## config.mk

```make
export PLATFORM = sky130hd
export DESIGN_NAME = mdte_fifo
export DESIGN_NICKNAME = d
export VERILOG_FILES = /design/src/rtl/mdte_pkg.sv /design/src/rtl/mdte_fifo.sv
export SDC_FILE = /design/constraint.sdc
export NUM_CORES = 1
export LEC_CHECK = 0
export BUFFER_PORTS_ARGS = -buffer_cell sky130_fd_sc_hd__buf_2
export CORE_UTILIZATION = 30
export DETAILED_ROUTE_END_ITERATION = 7
export GPL_TIMING_DRIVEN = 0
export HOLD_SLACK_MARGIN = 0.1
export PLACE_DENSITY_LB_ADDON = 0.3
export SYNTH_ARGS = -nofsm -noshare
export SYNTH_HDL_FRONTEND = slang
export SYNTH_SLANG_ARGS = --single-unit
export TNS_END_PERCENT = 1
```

## constraint.sdc

```tcl
create_clock -name clk_i -period 6.22 [get_ports clk_i]
set_clock_uncertainty 0.2 [all_clocks]
set_input_delay 1.244 -clock clk_i [delete_from_list [all_inputs] [get_ports clk_i]]
set_output_delay 1.244 -clock clk_i [all_outputs]
set_load 0.02 [all_outputs]
```

## src/rtl/mdte_pkg.sv

```systemverilog
`timescale 1ns / 1ps
// ----------------------------------------------------------------------------
// mdte_pkg
// Shared constants, payload types and the note frequency ROM of the MIDI
// delta time encoder.
// ----------------------------------------------------------------------------
package mdte_pkg;

  localparam int KEY_COUNT      = 88;
  localparam int FREQ_FRAC_BITS = 11;
  localparam int LOWEST_NOTE    = 21;

  localparam int TICK_W   = 32;
  localparam int NOTE_W   = 7;
  localparam int REST_W   = 16;
  localparam int KIDX_W   = (KEY_COUNT > 1) ? $clog2(KEY_COUNT) : 1;
  // unsigned 13.F note frequency
  localparam int FREQ_W   = 13 + FREQ_FRAC_BITS;
  localparam int DIV_W    = FREQ_W + 1;
  localparam int SCALE_SH = FREQ_FRAC_BITS + 5;
  localparam int NUM_W    = TICK_W + SCALE_SH + 1;
  localparam int DELTA_W  = NUM_W + 3;

  localparam logic [27:0] DELTA_MAX = 28'h0FFF_FFFF;
  localparam logic [27:0] LIM_1B    = 28'd127;
  localparam logic [27:0] LIM_2B    = 28'd16383;
  localparam logic [27:0] LIM_3B    = 28'd2097151;
  localparam logic [REST_W-1:0] REST_RESET = 16'd2000;

  typedef logic [FREQ_W-1:0] freq_rom_t [KEY_COUNT];

  // Build 27.5 * 2^(k/12) Hz per key from the semitone ratios (2.28 format)
  function automatic freq_rom_t build_freq_rom();
    freq_rom_t   rom;
    logic [63:0] x;
    logic [31:0] ratio [12];
    ratio = '{32'd268435456, 32'd284397459, 32'd301308612, 32'd319225354,
              32'd338207482, 32'd358318345, 32'd379625062, 32'd402198743,
              32'd426114725, 32'd451452825, 32'd478297607, 32'd506738663};
    for (int k = 0; k < KEY_COUNT; k++) begin
      x = 64'd55 * {32'd0, ratio[k % 12]};
      x = x << (k / 12 + FREQ_FRAC_BITS);
      x = (x + (64'd1 << 28)) >> 29;
      rom[k] = x[FREQ_W-1:0];
    end
    return rom;
  endfunction

  localparam freq_rom_t FREQ_ROM = build_freq_rom();

  typedef struct packed {
    logic [TICK_W-1:0] tick_count;
    logic              key_pressed;
    logic [NOTE_W-1:0] note_number;
  } in_t;

  typedef struct packed {
    logic [2:0] byte_count;
    logic [7:0] delta_byte0;
    logic [7:0] delta_byte1;
    logic [7:0] delta_byte2;
    logic [7:0] delta_byte3;
    logic       note_error;
    logic       delta_saturated;
  } out_t;

  // Division job handed from the front to the back
  typedef struct packed {
    logic [NUM_W-1:0] num;
    logic [DIV_W-1:0] div;
    logic             err;
  } job_t;

endpackage

```

## src/rtl/mdte_fifo.sv

```systemverilog
`timescale 1ns / 1ps
// ----------------------------------------------------------------------------
// mdte_fifo
// Two-entry job queue between the front and the divider pipeline.
// ----------------------------------------------------------------------------
module mdte_fifo (
  input  logic           clk_i,
  input  logic           rst_ni,
  input  logic           push_i,
  input  mdte_pkg::job_t push_data_i,
  output logic           full_o,
  input  logic           pop_i,
  output logic           empty_o,
  output mdte_pkg::job_t head_o
);
  import mdte_pkg::*;

  job_t       mem_q [2];
  logic       wr_q, rd_q;
  logic [1:0] cnt_q;

  assign full_o  = (cnt_q == 2'd2);
  assign empty_o = (cnt_q == 2'd0);
  assign head_o  = mem_q[rd_q];

  // Store pushed jobs
  always_ff @(posedge clk_i) begin
    if (push_i) begin
      mem_q[wr_q] <= push_data_i;
    end
  end

  // Advance pointers and fill count
  always_ff @(posedge clk_i or negedge rst_ni) begin
    if (!rst_ni) begin
      wr_q  <= 1'b0;
      rd_q  <= 1'b0;
      cnt_q <= 2'd0;
    end else begin
      if (push_i) wr_q <= !wr_q;
      if (pop_i)  rd_q <= !rd_q;
      cnt_q <= cnt_q + {1'b0, push_i} - {1'b0, pop_i};
    end
  end

endmodule

```

==> metrics.txt <==
drt drc=0; post-synthesis simple-gate area fraction=0.391%; CTS tree=built; Psw=0.00112 W; Netlist cell types=14; vias in the first global route=3130; Vias/cell=4.25; Min-Delay Startpoint=wr_q; Placed Cells=640; Area Overhead vs Synth=29.7%; clock share of power=26.9%; Sink Count=154; area leader, netlist=edfxtp_1; Top-Level Pins=156; average wire per standard cell=15.5 um; critical path launch point type=flip-flop; most frequent cell after synthesis=edfxtp_1; CTS root buffer=clkbuf_16; GP Congestion=0.625; RSZ-0062 raised after global routing=no; H-tree levels=4; synthesized area=0.00576 mm^2; reg2reg end=mem_q[0][45]; clock slew at reported path FFs=0.06 ns; DR vias=2862; Core Region=0.0188 mm^2; crit share post-route=51.8%; Power Internal=0.00248 W; gr ovfl total=0; FF-to-FF Start=wr_q; FF-to-FF path depth=2; Power Density=481 mW/mm^2; Least-Margin Pin Slew=0.776 ns; largest net degree at the start of global routing=45; status=finished, final reports clean; post-synthesis sequential area ratio=79.9%; adder-cell share of the synthesized area=0.434%; Layout Nets=506; Final Setup Violations=0; Primary FF master, synth=edfxtp_1; Hold Path Cell Cnt=1; Finished Layout Cells=674; kind of critical path=flip-flop to primary output; layout cell share with drive strength beyond 1=62.1%; xor and xnor area share after synthesis=0.716%; Overall Global Routing Usage=11.2%; Seq. cell area=0.00460 mm^2; crit end category=primary output; HPWL Detailed=7020 um; clk buf depth=2; final worst path period need=3.22 ns; WP data arrival=1.78 ns; Hold EP=wr_q; Synthesis Warnings=0; Core Rows=50; Post-synth EDFFs=150; Cells after Synth=248; Iteration-0 DRC Markers=95; ranking of synthesized cells by area=edfxtp_1 78%, mux2_4 10%, mux2_2 6.8%; WP data required=4.78 ns; Post-CTS Hold Buffers=0; most instantiated cells after synthesis=150 x edfxtp_1, 40 x mux2_4, 35 x mux2_2, 4 x buf_6, 4 x dfrtp_1; worst IR drop on VDD=0.188 mV; ys async rst share=2.60%; Seq pwr share=39.8%; hold slack=0.356 ns; CTS Buf Count=17; Max Clk Rate=0.310 GHz; syn_nets=329; Yosys top cell area share=78.2%; antenna violation net count after detailed routing=0; Switching Fraction=31.2%; max-cap viol count=0; multi-input logic area=0.00109 mm^2; CTS resizes=0; Die H=141 um; combinational family with the most area after synthesis=multiplexers; Final Slew Violations=0; Rel. slew slack=48.2%; setup bufs post-CTS=0; Pre-antenna DRT Iters=4; starting density of the core=30.7%; die boundary width=141 um; Syn Area/Cell=23.2 um^2; Hold Vio Cnt, Final=0; first-pass GRT wire length=16300 um; die area=0.0198 mm^2; final wirelength=10400 um; initial antenna violation count=3; Hold WC Path Type=flip-flop to flip-flop; Synth Area in Compound Gates=0%; Seq cells post-synth=154; Fillers=1740; R2R Setup Slk=4.31 ns; port bufs=155; Logic pwr share=33.3%; mux cell area share after synthesis=17.3%; Worst Path Max Fanout=10; Worst-Skew Late Latency=0.42 ns; Lkg Pwr=2.93 nW
==> cells in the final DEF (no fill, tap or decap) <==
cell type	netlist	routed
clkinvlp_4	0	5
nor2b_1	2	1
dfrtp_1	4	4
inv_1	2	2
inv_6	0	2
edfxtp_1	150	150
clkbuf_1	0	3
clkbuf_16	0	17
buf_4	1	1
clkinv_2	0	2
buf_2	3	158
bufinv_16	0	1
ha_1	2	2
clkbuf_8	0	2
nor2_1	1	1
xor2_1	2	2
buf_16	0	1
xor3_1	1	1
mux2_2	35	35
mux2_4	40	40
buf_6	4	4
diode_2	0	2
nor2b_4	0	1
buf_12	0	2
and2_4	0	1
==> flip-flops by register name (all words and copies together) (netlist names) <==
signal  count
cnt_q       2
mem_q     150
rd_q        1
wr_q        1
==> critical path, cell delays in order, from the launching register on <==
cell	delay, ns
dfrtp_1	0.42
buf_4	0.25
buf_6	0.20
mux2_4	0.31
buf_2	0.17
==> logic make-up after synthesis <==
family | Yosys count
XOR/XNOR | 3
multiplexers | 75
adder cells (fa/ha/maj) | 2
AND/OR/NAND/NOR | 4
buffers and inverters | 10
flip-flops | 154
==> area by class of cell <==
type / count / area share (%)
plain buffers: 8 / 0.904
inverters: 2 / 0.100
multi-input cells: 84 / 14.6
flip-flops and latches: 154 / 61.6
clock buffers: 22 / 6.21
diodes: 2 / 0.0670
well taps: 234 / 3.92
repair buffers: 158 / 11.3
clock inverters: 10 / 1.27
==> how the worst max path moves through the flow <==
stage           start            to  slack (ns)  cells past startpoint
3_5_place_dp   push_i  mem_q[0][49]        3.31                      3
5_1_grt          rd_q    head_o[60]        2.85                      4
6_report         rd_q    head_o[60]        3.00                      4
3_3_place_gp   push_i  mem_q[0][46]       -1.30                      2
4_1_cts          rd_q    head_o[60]        2.88                      4
2_1_floorplan  push_i   mem_q[0][0]        0.97                      1
==> stage by stage <==
stage          setup WS (ns)  utilization, %  instance area (um^2)  setup TNS [ns]  power [W]
3_5_place_dp            3.31            36.8                  6910               0    0.00268
4_1_cts                 2.88            39.8                  7470               0    0.00367
6_report                3.00            39.8                  7470               0    0.00360
3_3_place_gp           -1.30            36.4                  6830          -97.49    0.00266
2_1_floorplan          0.974               -                  5760               0    0.00231
5_1_grt                 2.85            39.8                  7470               0    0.00378
==> metal layers <==
metal  track usage [%]  vias up  share of wire [%]
li1                  -     1343                  -
met1              12.7     1400                 42
met2              18.4      105                 49
met3              4.72       12                6.9
met4              4.98        2                1.6
met5                 0        -               0.12
==> power groups by stage <==
stage | Clock [W] | Sequential (W) | Combinational (W)
floorplan | 0 | 0.00145 | 0.000852
global placement | 0 | 0.00148 | 0.00118
detailed placement | 0 | 0.00146 | 0.00123
CTS | 0.00101 | 0.00143 | 0.00123
global route | 0.00105 | 0.00145 | 0.00128
finish | 0.000969 | 0.00143 | 0.00120
(Power assumes the default switching activity.)
