`config.mk`:
```
export PLATFORM = sky130hd
export DESIGN_NAME = mdte_front
export DESIGN_NICKNAME = d
export VERILOG_FILES = /design/src/rtl/mdte_pkg.sv /design/src/rtl/mdte_front.sv
export SDC_FILE = /design/constraint.sdc
export NUM_CORES = 1
export LEC_CHECK = 0
export ABC_CLOCK_PERIOD_IN_PS = 7100
export BUFFER_PORTS_ARGS = -buffer_cell sky130_fd_sc_hd__buf_2
export CORE_MARGIN = 2
export CORE_UTILIZATION = 55
export DETAILED_ROUTE_END_ITERATION = 7
export GPL_ROUTABILITY_DRIVEN = 0
export GPL_TIMING_DRIVEN = 1
export HOLD_SLACK_MARGIN = 0.15
export PLACE_DENSITY = 0.81
export SLEW_MARGIN = 20
export SYNTH_ARGS = -nofsm -noshare
export SYNTH_HDL_FRONTEND = slang
export SYNTH_SLANG_ARGS = --single-unit
export TNS_END_PERCENT = 100
```
`constraint.sdc`:
```
create_clock -name clk_i -period 7.1 [get_ports clk_i]
set_input_delay 0.355 -clock clk_i [delete_from_list [all_inputs] [get_ports clk_i]]
set_output_delay 0.355 -clock clk_i [all_outputs]
set_load 0.01 [all_outputs]
```
`src/rtl/mdte_pkg.sv`:
```
`timescale 1ns / 1ps
// ----------------------------------------------------------------------------
// mdte_pkg
// Shared constants, payload types and the note frequency ROM of the MIDI
// delta time encoder.
// ----------------------------------------------------------------------------
package mdte_pkg;

  localparam int KEY_COUNT      = 88;
  localparam int FREQ_FRAC_BITS = 11;
  localparam int LOWEST_NOTE    = 21;

  localparam int TICK_W   = 32;
  localparam int NOTE_W   = 7;
  localparam int REST_W   = 16;
  localparam int KIDX_W   = (KEY_COUNT > 1) ? $clog2(KEY_COUNT) : 1;
  // unsigned 13.F note frequency
  localparam int FREQ_W   = 13 + FREQ_FRAC_BITS;
  localparam int DIV_W    = FREQ_W + 1;
  localparam int SCALE_SH = FREQ_FRAC_BITS + 5;
  localparam int NUM_W    = TICK_W + SCALE_SH + 1;
  localparam int DELTA_W  = NUM_W + 3;

  localparam logic [27:0] DELTA_MAX = 28'h0FFF_FFFF;
  localparam logic [27:0] LIM_1B    = 28'd127;
  localparam logic [27:0] LIM_2B    = 28'd16383;
  localparam logic [27:0] LIM_3B    = 28'd2097151;
  localparam logic [REST_W-1:0] REST_RESET = 16'd2000;

  typedef logic [FREQ_W-1:0] freq_rom_t [KEY_COUNT];

  // Build 27.5 * 2^(k/12) Hz per key from the semitone ratios (2.28 format)
  function automatic freq_rom_t build_freq_rom();
    freq_rom_t   rom;
    logic [63:0] x;
    logic [31:0] ratio [12];
    ratio = '{32'd268435456, 32'd284397459, 32'd301308612, 32'd319225354,
              32'd338207482, 32'd358318345, 32'd379625062, 32'd402198743,
              32'd426114725, 32'd451452825, 32'd478297607, 32'd506738663};
    for (int k = 0; k < KEY_COUNT; k++) begin
      x = 64'd55 * {32'd0, ratio[k % 12]};
      x = x << (k / 12 + FREQ_FRAC_BITS);
      x = (x + (64'd1 << 28)) >> 29;
      rom[k] = x[FREQ_W-1:0];
    end
    return rom;
  endfunction

  localparam freq_rom_t FREQ_ROM = build_freq_rom();

  typedef struct packed {
    logic [TICK_W-1:0] tick_count;
    logic              key_pressed;
    logic [NOTE_W-1:0] note_number;
  } in_t;

  typedef struct packed {
    logic [2:0] byte_count;
    logic [7:0] delta_byte0;
    logic [7:0] delta_byte1;
    logic [7:0] delta_byte2;
    logic [7:0] delta_byte3;
    logic       note_error;
    logic       delta_saturated;
  } out_t;

  // Division job handed from the front to the back
  typedef struct packed {
    logic [NUM_W-1:0] num;
    logic [DIV_W-1:0] div;
    logic             err;
  } job_t;

endpackage

```
`src/rtl/mdte_front.sv`:
```
`timescale 1ns / 1ps
// ----------------------------------------------------------------------------
// mdte_front
// Holds the rest rate register and turns an input transaction into a
// numerator, divisor and error flag for the divider.
// ----------------------------------------------------------------------------
module mdte_front (
  input  logic                  clk_i,
  input  logic                  rst_ni,
  input  logic                  cfg_valid_i,
  input  logic [15:0]           cfg_data_i,
  input  mdte_pkg::in_t         in_data_i,
  output mdte_pkg::job_t        job_o
);
  import mdte_pkg::*;

  logic [REST_W-1:0] rest_q;
  logic              in_range;
  logic [KIDX_W-1:0] key_idx;
  logic [FREQ_W-1:0] freq;
  logic [REST_W-1:0] rest_rate;

  // Hold the rest tick rate
  always_ff @(posedge clk_i or negedge rst_ni) begin
    if (!rst_ni) begin
      rest_q <= REST_RESET;
    end else if (cfg_valid_i) begin
      rest_q <= cfg_data_i;
    end
  end

  // Look up the note frequency
  always_comb begin
    in_range = ({25'd0, in_data_i.note_number} >= LOWEST_NOTE) &&
               ({25'd0, in_data_i.note_number} < LOWEST_NOTE + KEY_COUNT);
    key_idx  = in_range ? KIDX_W'(in_data_i.note_number - NOTE_W'(LOWEST_NOTE))
                        : '0;
    freq      = FREQ_ROM[key_idx];
    rest_rate = (rest_q == '0) ? REST_W'(1) : rest_q;
  end

  // Select numerator and divisor
  always_comb begin
    if (in_data_i.key_pressed) begin
      job_o.num = NUM_W'({in_data_i.tick_count, SCALE_SH'(0)}) + NUM_W'(freq);
      job_o.div = {freq, 1'b0};
      job_o.err = !in_range;
    end else begin
      job_o.num = NUM_W'({in_data_i.tick_count, 6'd0}) + NUM_W'(rest_rate);
      job_o.div = DIV_W'({rest_rate, 1'b0});
      job_o.err = 1'b0;
    end
  end

endmodule

```
==> out/qor.txt, run 1 <==
Max Fclk -> 0.151 GHz
failing checks -> design-rule violations
kind of end point of the critical path -> output pin
Biggest register -> rest_q
total track usage -> 0.391
final core utilization -> 0.625
Max FO, Critical Path -> 20
LEAKAGE -> 2.77 nW
Final Hold Vio Count -> 0
Cell Rows -> 38
register area share after synthesis -> 0.0673
Net count, final -> 1072
Critical Path AT -> 6280 ps
drt total wl -> 23700 um
Synth async-reset ratio -> 1.00
most instantiated library cell after synthesis -> nand2_1
clk_lat worst skew -> 260 ps
first-pass GRT wire length -> 37100 um
total power -> 0.977 mW
GRT overflow -> 0
wire per inst -> 21.3 um
pin count of the biggest net entering global routing -> 57
area share of the largest cell type after synthesis -> 0.0723
PwrDens -> 145 nW/um^2
HPWL Detailed -> 17200 um
CTS tree -> built
area of the core -> 10800 sq um
area grow syn2layout -> 11.3%
crit path launch type -> primary input
Post-Synthesis Cells -> 908
fin crit share -> 0.935
Largest register FFs -> 16
htree depth -> 1
worst clock skew -> 0 ps
via count -> 7985
switch share -> 0.553
Die Width -> 109 um
Setup WS pre-CTS -> 627 ps
top cells by count, synth -> nand2_1, nor2_1, o21ai_0
Placed Cells -> 1110
layout cells sized above 1 -> 0.207
clk sinks -> 16
dominant cells by area after synthesis -> ha_1, xnor2_1, nand2_1, o21ai_0, nor2_1
Routed Antenna Nets -> 0
vias in the first global route -> 7123
slew margin rel. -> 0.245
minimum clock period -> 6640 ps
Starting Density -> 0.561
clock slew seen by the registers of the worst setup and hold paths -> 60 ps
NetSw -> 0.540 mW
Root Driver -> clkbuf_8
initial antenna violation count -> 0
Syn Area/Cell -> 6.67 sq um
Ports -> 134
Mapped Area -> 6060 sq um
RSZ-0062 raised after global routing -> false
DR iter-0 viols -> 1317
max-cap viol count -> 0
# DRC -> 25
EDFF count, synth -> 0
Req. time, crit path -> 6740 ps
Synth Flop Type -> dfrtp_1
Clock power frac -> 0.085
post-route insts no fill -> 1115
antenna cells -> 0
Regs by FF count -> rest_q x16
Port Buffers -> 132
DR pass1 iterations -> 8
sequential share of power -> 0.117
Synth warnings -> 0
Cell variety after synth -> 81
Logic pwr share -> 0.798
worst min-delay path class -> in -> reg
worst slew pin tran -> 1120 ps
maximum vdd drop -> 0.158 mV
Internal -> 0.437 mW
clock buffer count from CTS -> 3
final worst slack -> 465 ps
chip height -> 109 um
flops & latches, synth -> 16
maximum root-to-sink buffer count -> 2
Final setup viols -> 0
status -> complete, but fails checks
Syn Nets -> 1004
Worst Setup Path Type -> in -> out
Max Transition Viols Final -> 0
routed vias/inst -> 7.16
Yosys top cell by area -> ha_1
full die area -> 11900 sq um
setup TNS -> 0 ps
worst paths after layout:
kind                                             from                     end  slack (ps)  depth (start not counted)
min in group asynchronous                      rst_ni   rest_q[2]$_DFFE_PN0P_         540                          2
worst max-delay path                     in_data_i[1]               job_o[60]         460                         25
max in group asynchronous                      rst_ni  rest_q[10]$_DFFE_PN1P_        6250                          2
worst min-delay path                    cfg_data_i[9]   rest_q[9]$_DFFE_PN1P_         320                          3
worst max register to register  rest_q[8]$_DFFE_PN1P_   rest_q[8]$_DFFE_PN1P_        6200                          2
worst min register to register  rest_q[9]$_DFFE_PN1P_   rest_q[9]$_DFFE_PN1P_         530                          2
power groups by stage:
stage                     sequential, mW  combinational (mW)  clock, mW
after global routing               0.115               0.834     0.0861
after floorplan                    0.110               0.518          0
after global placement             0.114               0.732          0
final                              0.114               0.780     0.0829
after detailed placement           0.115               0.737          0
after CTS                          0.114               0.741     0.0829
layer usage:
metal | GRT usage | wire (um) | vias up
li1 | - | - | 3522
met1 | 0.497 | 8750 | 3548
met2 | 0.594 | 9990 | 721
met3 | 0.115 | 3380 | 194
met4 | 0.201 | 1630 | 0
met5 | 0 | 0 | -
final cells by class:
class	instances	area, sq um
clock buffers	4	55.1
fillers	994	4050
repair buffers	157	851
well taps	140	175
multi-input cells	761	5110
flip-flops and latches	16	408
inverters	37	139
layout by cell type (no fill, tap or decap), types with 10 or more instances in the layout:
cell type  Yosys  layout
buf_4          9      24
dfrtp_1       10      10
a211oi_1      23      23
nand4_1       11      11
buf_2         25     132
a31oi_1       19      19
inv_1         36      36
or3_1         14      14
mux2i_1       22      22
and2_1        13      13
nand2_1       93      93
nor4_1        18      18
o211ai_1      27      27
nor2_1        73      73
nand3_1       26      26
xor2_1        11      11
o21ai_0       66      66
ha_1          35      35
mux2_2        15      15
xnor2_1       46      45
a21oi_1       43      43
o221ai_1      11      11
nor3_1        34      34
kinds of logic after synthesis:
group	synth area share
flip-flops	0.0673
AND/OR/NAND/NOR	0.261
XOR/XNOR	0.0824
buffers and inverters	0.0919
AO/OA/AOI/OAI	0.351
other	0.000619
adder cells (fa/ha/maj)	0.0789
multiplexers	0.0667
worst max-delay path: stages:
cell,delay (ps)
buf_2,170
inv_1,90
ha_1,180
and4b_1,260
nor3_2,500
a21oi_1,270
buf_4,290
nand2_1,170
inv_1,120
ha_1,270
o211ai_1,90
a21boi_0,370
a31oi_1,180
o311ai_0,440
nand3_1,150
ha_1,240
fa_1,420
a21o_1,180
a21oi_1,250
o21ai_0,130
o211ai_1,450
nor3_1,190
xnor2_1,170
o211ai_1,160
buf_2,160
metrics by stage:
stage	cell area (sq um)	hold slack (ps)
after CTS	6740	321
after global placement	6680	275
after global routing	6740	328
after detailed placement	6680	280
after floorplan	6060	59.4
final	6740	316
what timing repair did:
action | CTS | global route
hold buffers | 1 | 0
buffers inserted | 0 | 0
resized for setup | 0 | 0
hold endpoints to repair | 10 | 0
Note: power is estimated with default switching activity, not from simulation.
==> run 2, diff against run 1 <==
--- a/config.mk
+++ b/config.mk
@@ -6,14 +6,13 @@
 export NUM_CORES = 1
 export LEC_CHECK = 0
 export ABC_CLOCK_PERIOD_IN_PS = 7100
-export BUFFER_PORTS_ARGS = -buffer_cell sky130_fd_sc_hd__buf_2
 export CORE_MARGIN = 2
 export CORE_UTILIZATION = 55
 export DETAILED_ROUTE_END_ITERATION = 7
+export DONT_BUFFER_PORTS = 1
 export GPL_ROUTABILITY_DRIVEN = 0
 export GPL_TIMING_DRIVEN = 1
-export HOLD_SLACK_MARGIN = 0.15
-export PLACE_DENSITY = 0.81
+export PLACE_DENSITY = 0.7
 export SLEW_MARGIN = 20
 export SYNTH_ARGS = -nofsm -noshare
 export SYNTH_HDL_FRONTEND = slang
==> run 2 against run 1 <==
The flow still finishes with violations (design-rule violations). Power shrank 11%. Setup slack gained 91 ps. Register-to-register slack gained 30 ps. Die area is the same. Via count shrank 6.9%. Global-route usage shrank 0.75 points. Sequential share of layout area grew 0.64 points. Combinational power shrank 13%. Utilization shrank 6.0 points. Flip-flop and latch count is the same. Count of clock-buffer cells in the layout is the same. Largest cell class unchanged. Highest routed layer unchanged.
==> out/qor.txt, run 2 (same netlist as run 1, synthesis figures left out) <==
Worst path max stage delay -> 530 ps
Routed Antenna Nets -> 0
Max Fclk -> 0.153 GHz
clk_lat worst skew -> 250 ps
clock buffer count from CTS -> 3
HPWL Detailed -> 17200 um
commonest non-fill, non-tap cell in the layout -> nand2_1
status -> complete, but fails checks
Critical Path AT -> 6190 ps
Final Hold Vio Count -> 0
clock slew seen by the registers of the worst setup and hold paths -> 60 ps
first-pass GRT wire length -> 36500 um
Logic pwr share -> 0.780
htree depth -> 1
R2R Setup Slk -> 6230 ps
sequential share of power -> 0.130
kind of end point of the critical path -> output pin
pin count of the biggest net entering global routing -> 57
fin crit share -> 0.922
chip height -> 109 um
setup TNS -> 0 ps
antenna cells -> 0
Starting Density -> 0.561
wire length on met2 -> 10100 um
Ports -> 134
crit path launch type -> primary input
FF+latch area -> 408 sq um
full die area -> 11900 sq um
initial antenna violation count -> 0
max-cap viol count -> 0
via count -> 7437
RSZ-0062 raised after global routing -> false
Port Buffers -> 0
most frequent cells in the layout -> nand2_1, nor2_1, o21ai_0, xnor2_1, a21oi_1
Clock power frac -> 0.090
LEAKAGE -> 2.23 nW
final core utilization -> 0.565
DR iter-0 viols -> 1344
Internal -> 0.385 mW
Biggest register -> rest_q
switch share -> 0.559
clk sinks -> 16
NetSw -> 0.489 mW
worst-path cell chain -> inv_1, ha_1, and4b_1, nor3_2, a21oi_1, nand2b_1, inv_1, ha_1, o211ai_1, a21boi_0, a31oi_1, o311ai_0, nand3_1, ha_1, fa_1, a21o_1, a21oi_1, o21ai_0, o211ai_1, buf_4, buf_4, nor3_1, xnor2_1, o211ai_1
post_cts resized -> 0
Cell Rows -> 38
worst slew pin tran -> 887 ps
Worst Setup Path Type -> in -> out
Max FO, Critical Path -> 23
area grow syn2layout -> 0.640%
maximum root-to-sink buffer count -> 2
slew margin rel. -> 0.408
vias in the first global route -> 6826
area of the core -> 10800 sq um
Final setup viols -> 0
Multi-input gate area -> 5110 sq um
routed vias/inst -> 7.55
layout cells sized above 1 -> 0.0852
total track usage -> 0.383
DR pass1 iterations -> 8
GRT overflow -> 0
CTS tree -> built
Highest Signal Layer -> met4
Regs by FF count -> rest_q x16
Die Width -> 109 um
drt total wl -> 23400 um
post-route insts no fill -> 985
critical path's slowest cell -> ha_1
PwrDens -> 143 nW/um^2
wire per inst -> 23.8 um
worst clock skew -> 0 ps
Largest register FFs -> 16
worst min-delay path class -> in -> reg
Fill cells -> 1051
minimum clock period -> 6540 ps
met3 WL post-DR -> 3550 um
# DRC -> 35
maximum vdd drop -> 0.206 mV
Root Driver -> clkbuf_8
Req. time, crit path -> 6740 ps
Net count, final -> 942
failing checks -> design-rule violations
Max Transition Viols Final -> 0
met1 WL -> 8660 um
Placed Cells -> 976
-- run 2: routing by layer --
layer,vias up,global-route usage
li1,3258,-
met1,3370,0.501
met2,653,0.593
met3,156,0.129
met4,0,0.121
met5,-,0
-- run 2: power by group through the flow --
stage                     registers, mW  clock network (mW)  logic, mW
after floorplan                   0.110                   0      0.518
after global placement            0.114                   0      0.636
after detailed placement          0.115                   0      0.644
after CTS                         0.113              0.0813      0.651
after global routing              0.114              0.0852      0.726
final                             0.114              0.0785      0.682
-- run 2: final cells by class --
cell class | count | share of cell area
tap | 140 | 0.0287
clock buffer | 4 | 0.00903
sequential | 16 | 0.0669
timing repair buffer | 27 | 0.0337
multi-input combinational | 761 | 0.839
inverter | 37 | 0.0228
-- run 2: worst paths after layout --
path / from / end / depth (start not counted)
max in group asynchronous: rst_ni / rest_q[11]$_DFFE_PN0P_ / 1
worst max-delay path: in_data_i[1] / job_o[60] / 24
min in group asynchronous: rst_ni / rest_q[5]$_DFFE_PN0P_ / 1
worst max register to register: rest_q[7]$_DFFE_PN1P_ / rest_q[7]$_DFFE_PN1P_ / 2
worst min register to register: rest_q[9]$_DFFE_PN1P_ / rest_q[9]$_DFFE_PN1P_ / 2
worst min-delay path: cfg_valid_i / rest_q[4]$_DFFE_PN1P_ / 1
-- run 2: repair_timing --
| action | in CTS | in global routing |
|---|---|---|
| setup buffers | 0 | 4 |
| hold buffers | 1 | 0 |
| setup endpoints to repair | 0 | 2 |
| hold endpoints to repair | 16 | 0 |
-- run 2: per-stage QoR --
stage                     setup slack [ps]  area (sq um)  total power [mW]  hold slack (ps)
final                                  556          6100             0.874              166
after global routing                   199          6100             0.925              160
after CTS                              498          6070             0.845              161
after detailed placement               540          6000             0.759             59.7
after global placement                 834          6000             0.750             59.7
after floorplan                       1380          6060             0.628             59.4
-- run 2: critical path: cells and delay by family --
| family | cells | cell delay, ps |
|---|---|---|
| fa+ha+maj | 4 | 1350 |
| compound gates | 10 | 2480 |
| buf+inv | 4 | 550 |
| simple gates | 5 | 1310 |
| xor+xnor | 1 | 130 |
==> run 3, diff against run 2 <==
--- a/config.mk
+++ b/config.mk
@@ -5,7 +5,7 @@
 export SDC_FILE = /design/constraint.sdc
 export NUM_CORES = 1
 export LEC_CHECK = 0
-export ABC_CLOCK_PERIOD_IN_PS = 7100
+export ABC_CLOCK_PERIOD_IN_PS = 6750
 export CORE_MARGIN = 2
 export CORE_UTILIZATION = 55
 export DETAILED_ROUTE_END_ITERATION = 7
==> constraint.sdc (replaced) <==
create_clock -name clk_i -period 6.75 [get_ports clk_i]
set_input_delay 0.3375 -clock clk_i [delete_from_list [all_inputs] [get_ports clk_i]]
set_output_delay 0.3375 -clock clk_i [all_outputs]
set_load 0.01 [all_outputs]
==> run 3 against run 2 <==
The run still ends with design-rule violations left. Setup slack lost 13 ps. Critical path depth is 2 higher. Non-clock buffer count increased by 7. Combinational power grew 6.2%. Sequential share of layout area down 0.069 points. Power up 5.9%. Global-route usage fell by 0.81 points. Clock power rose by 5.6%. Via count grew 1.1%. Largest cell class unchanged.
==> out/qor.txt, run 3 (same netlist as run 1, synthesis figures left out) <==
status -> complete, but fails checks
failing checks -> design-rule violations
Final setup viols -> 0
Worst path max stage delay -> 570 ps
via count -> 7522
worst hold path depth -> 1
area of the core -> 10800 sq um
Cell Rows -> 38
total track usage -> 0.375
LEAKAGE -> 2.26 nW
Crit path depth -> 26
Critical Path AT -> 5870 ps
worst slew pin tran -> 1250 ps
max-cap viol count -> 0
Biggest register -> rest_q
htree depth -> 1
Net count, final -> 949
reg2reg path depth -> 2
maximum vdd drop -> 0.186 mV
vias in the first global route -> 6699
reg2reg end -> rest_q[7]$_DFFE_PN1P_
Max Transition Viols Final -> 0
slew margin rel. -> 0.158
layout cells sized above 1 -> 0.0939
worst r2r src -> rest_q[7]$_DFFE_PN1P_
DR pass1 iterations -> 8
first-pass GRT wire length -> 35700 um
Fill cells -> 1040
crit path launch type -> primary input
Req. time, crit path -> 6410 ps
Worst Setup Path Type -> in -> out
Routed Antenna Nets -> 0
most frequent cells in the layout -> nand2_1, nor2_1, o21ai_0, xnor2_1, a21oi_1
fin crit share -> 0.920
setup TNS -> 0 ps
drt total wl -> 23100 um
antenna cells -> 0
commonest non-fill, non-tap cell in the layout -> nand2_1
post-route insts no fill -> 992
initial antenna violation count -> 0
critical path buffer and inverter count -> 6
CP delay by family, top -> compound AO/OA/AOI/OAI gates
CTS tree -> built
Max Fclk -> 0.161 GHz
crit path launch -> in_data_i[1]
FF+latch area -> 408 sq um
Die Width -> 109 um
Max FO, Critical Path -> 23
clk sinks -> 16
full die area -> 11900 sq um
chip height -> 109 um
area grow syn2layout -> 1.69%
clock slew seen by the registers of the worst setup and hold paths -> 60 ps
CP endpoint -> job_o[64]
Multi-input gate area -> 5120 sq um
CP most frequent cell -> buf_4
wire per inst -> 23.3 um
worst min-delay path class -> in -> reg
maximum root-to-sink buffer count -> 2
RSZ-0062 raised after global routing -> false
HPWL Detailed -> 17100 um
clock buffer count from CTS -> 3
GRT overflow -> 0
Regs by FF count -> rest_q x16
Starting Density -> 0.561
critical path's slowest cell -> o311ai_0
Final Hold Vio Count -> 0
PwrDens -> 150 nW/um^2
# DRC -> 54
minimum clock period -> 6210 ps
clk_lat worst skew -> 240 ps
R2R Setup Slk -> 5850 ps
routed vias/inst -> 7.58
hold path start -> cfg_valid_i
Placed Cells -> 982
Root Driver -> clkbuf_8
kind of end point of the critical path -> output pin
pin count of the biggest net entering global routing -> 57
Largest register FFs -> 16
worst clock skew -> 0 ps
Port Buffers -> 0
Ports -> 134
DR iter-0 viols -> 1705
## run 3: worst reg2reg max path: stages (launching register included)
cell	delay [ps]
dfstp_2	560
inv_1	80
o21ai_0	180
## run 3: worst min path at each step
stage / to / slack, ps
2_1_floorplan: rest_q[0]$_DFFE_PN0P_ / 40
3_3_place_gp: rest_q[12]$_DFFE_PN0P_ / 40
3_5_place_dp: rest_q[15]$_DFFE_PN0P_ / 40
4_1_cts: rest_q[8]$_DFFE_PN1P_ / 150
5_1_grt: rest_q[8]$_DFFE_PN1P_ / 150
6_report: rest_q[8]$_DFFE_PN1P_ / 150
## run 3: per-layer routing
| layer | GRT usage | routed length (um) | vias up |
|---|---|---|---|
| met3 | 0.124 | 3730 | 151 |
| met2 | 0.560 | 9700 | 706 |
| met1 | 0.505 | 8540 | 3386 |
| li1 | - | - | 3279 |
| met4 | 0.126 | 1120 | 0 |
| met5 | 0 | 0 | - |
## run 3: area by class of cell
cell class,count,share of cell area
inverter,37,0.0225
sequential,16,0.0662
clock buffer,4,0.00894
timing repair buffer,34,0.0418
tap,140,0.0284
multi-input combinational,761,0.832
## run 3: timing repair
item                       CTS  global route
hold buffers                 1             0
hold endpoints to repair    16             0
setup endpoints to repair    0            11
gates resized for setup      0             1
setup buffers                0             5
## run 3: stage by stage
stage          power (mW)  utilization  hold WS (ps)  cell area [sq um]  setup slack (ps)
2_1_floorplan       0.661            -          41.9               6060              1070
3_3_place_gp        0.795        0.560          42.2               6050               649
3_5_place_dp        0.800        0.560          42.1               6050               334
4_1_cts             0.889        0.566           154               6110               310
5_1_grt             0.977        0.571           149               6160               216
6_report            0.926        0.571           154               6160               543
## run 3: power breakdown
part | switching, mW | leakage (nW) | internal, mW
combinational | 0.475 | 2.05 | 0.249
clock | 0.0312 | 0.0288 | 0.0517
sequential | 0.0113 | 0.180 | 0.108
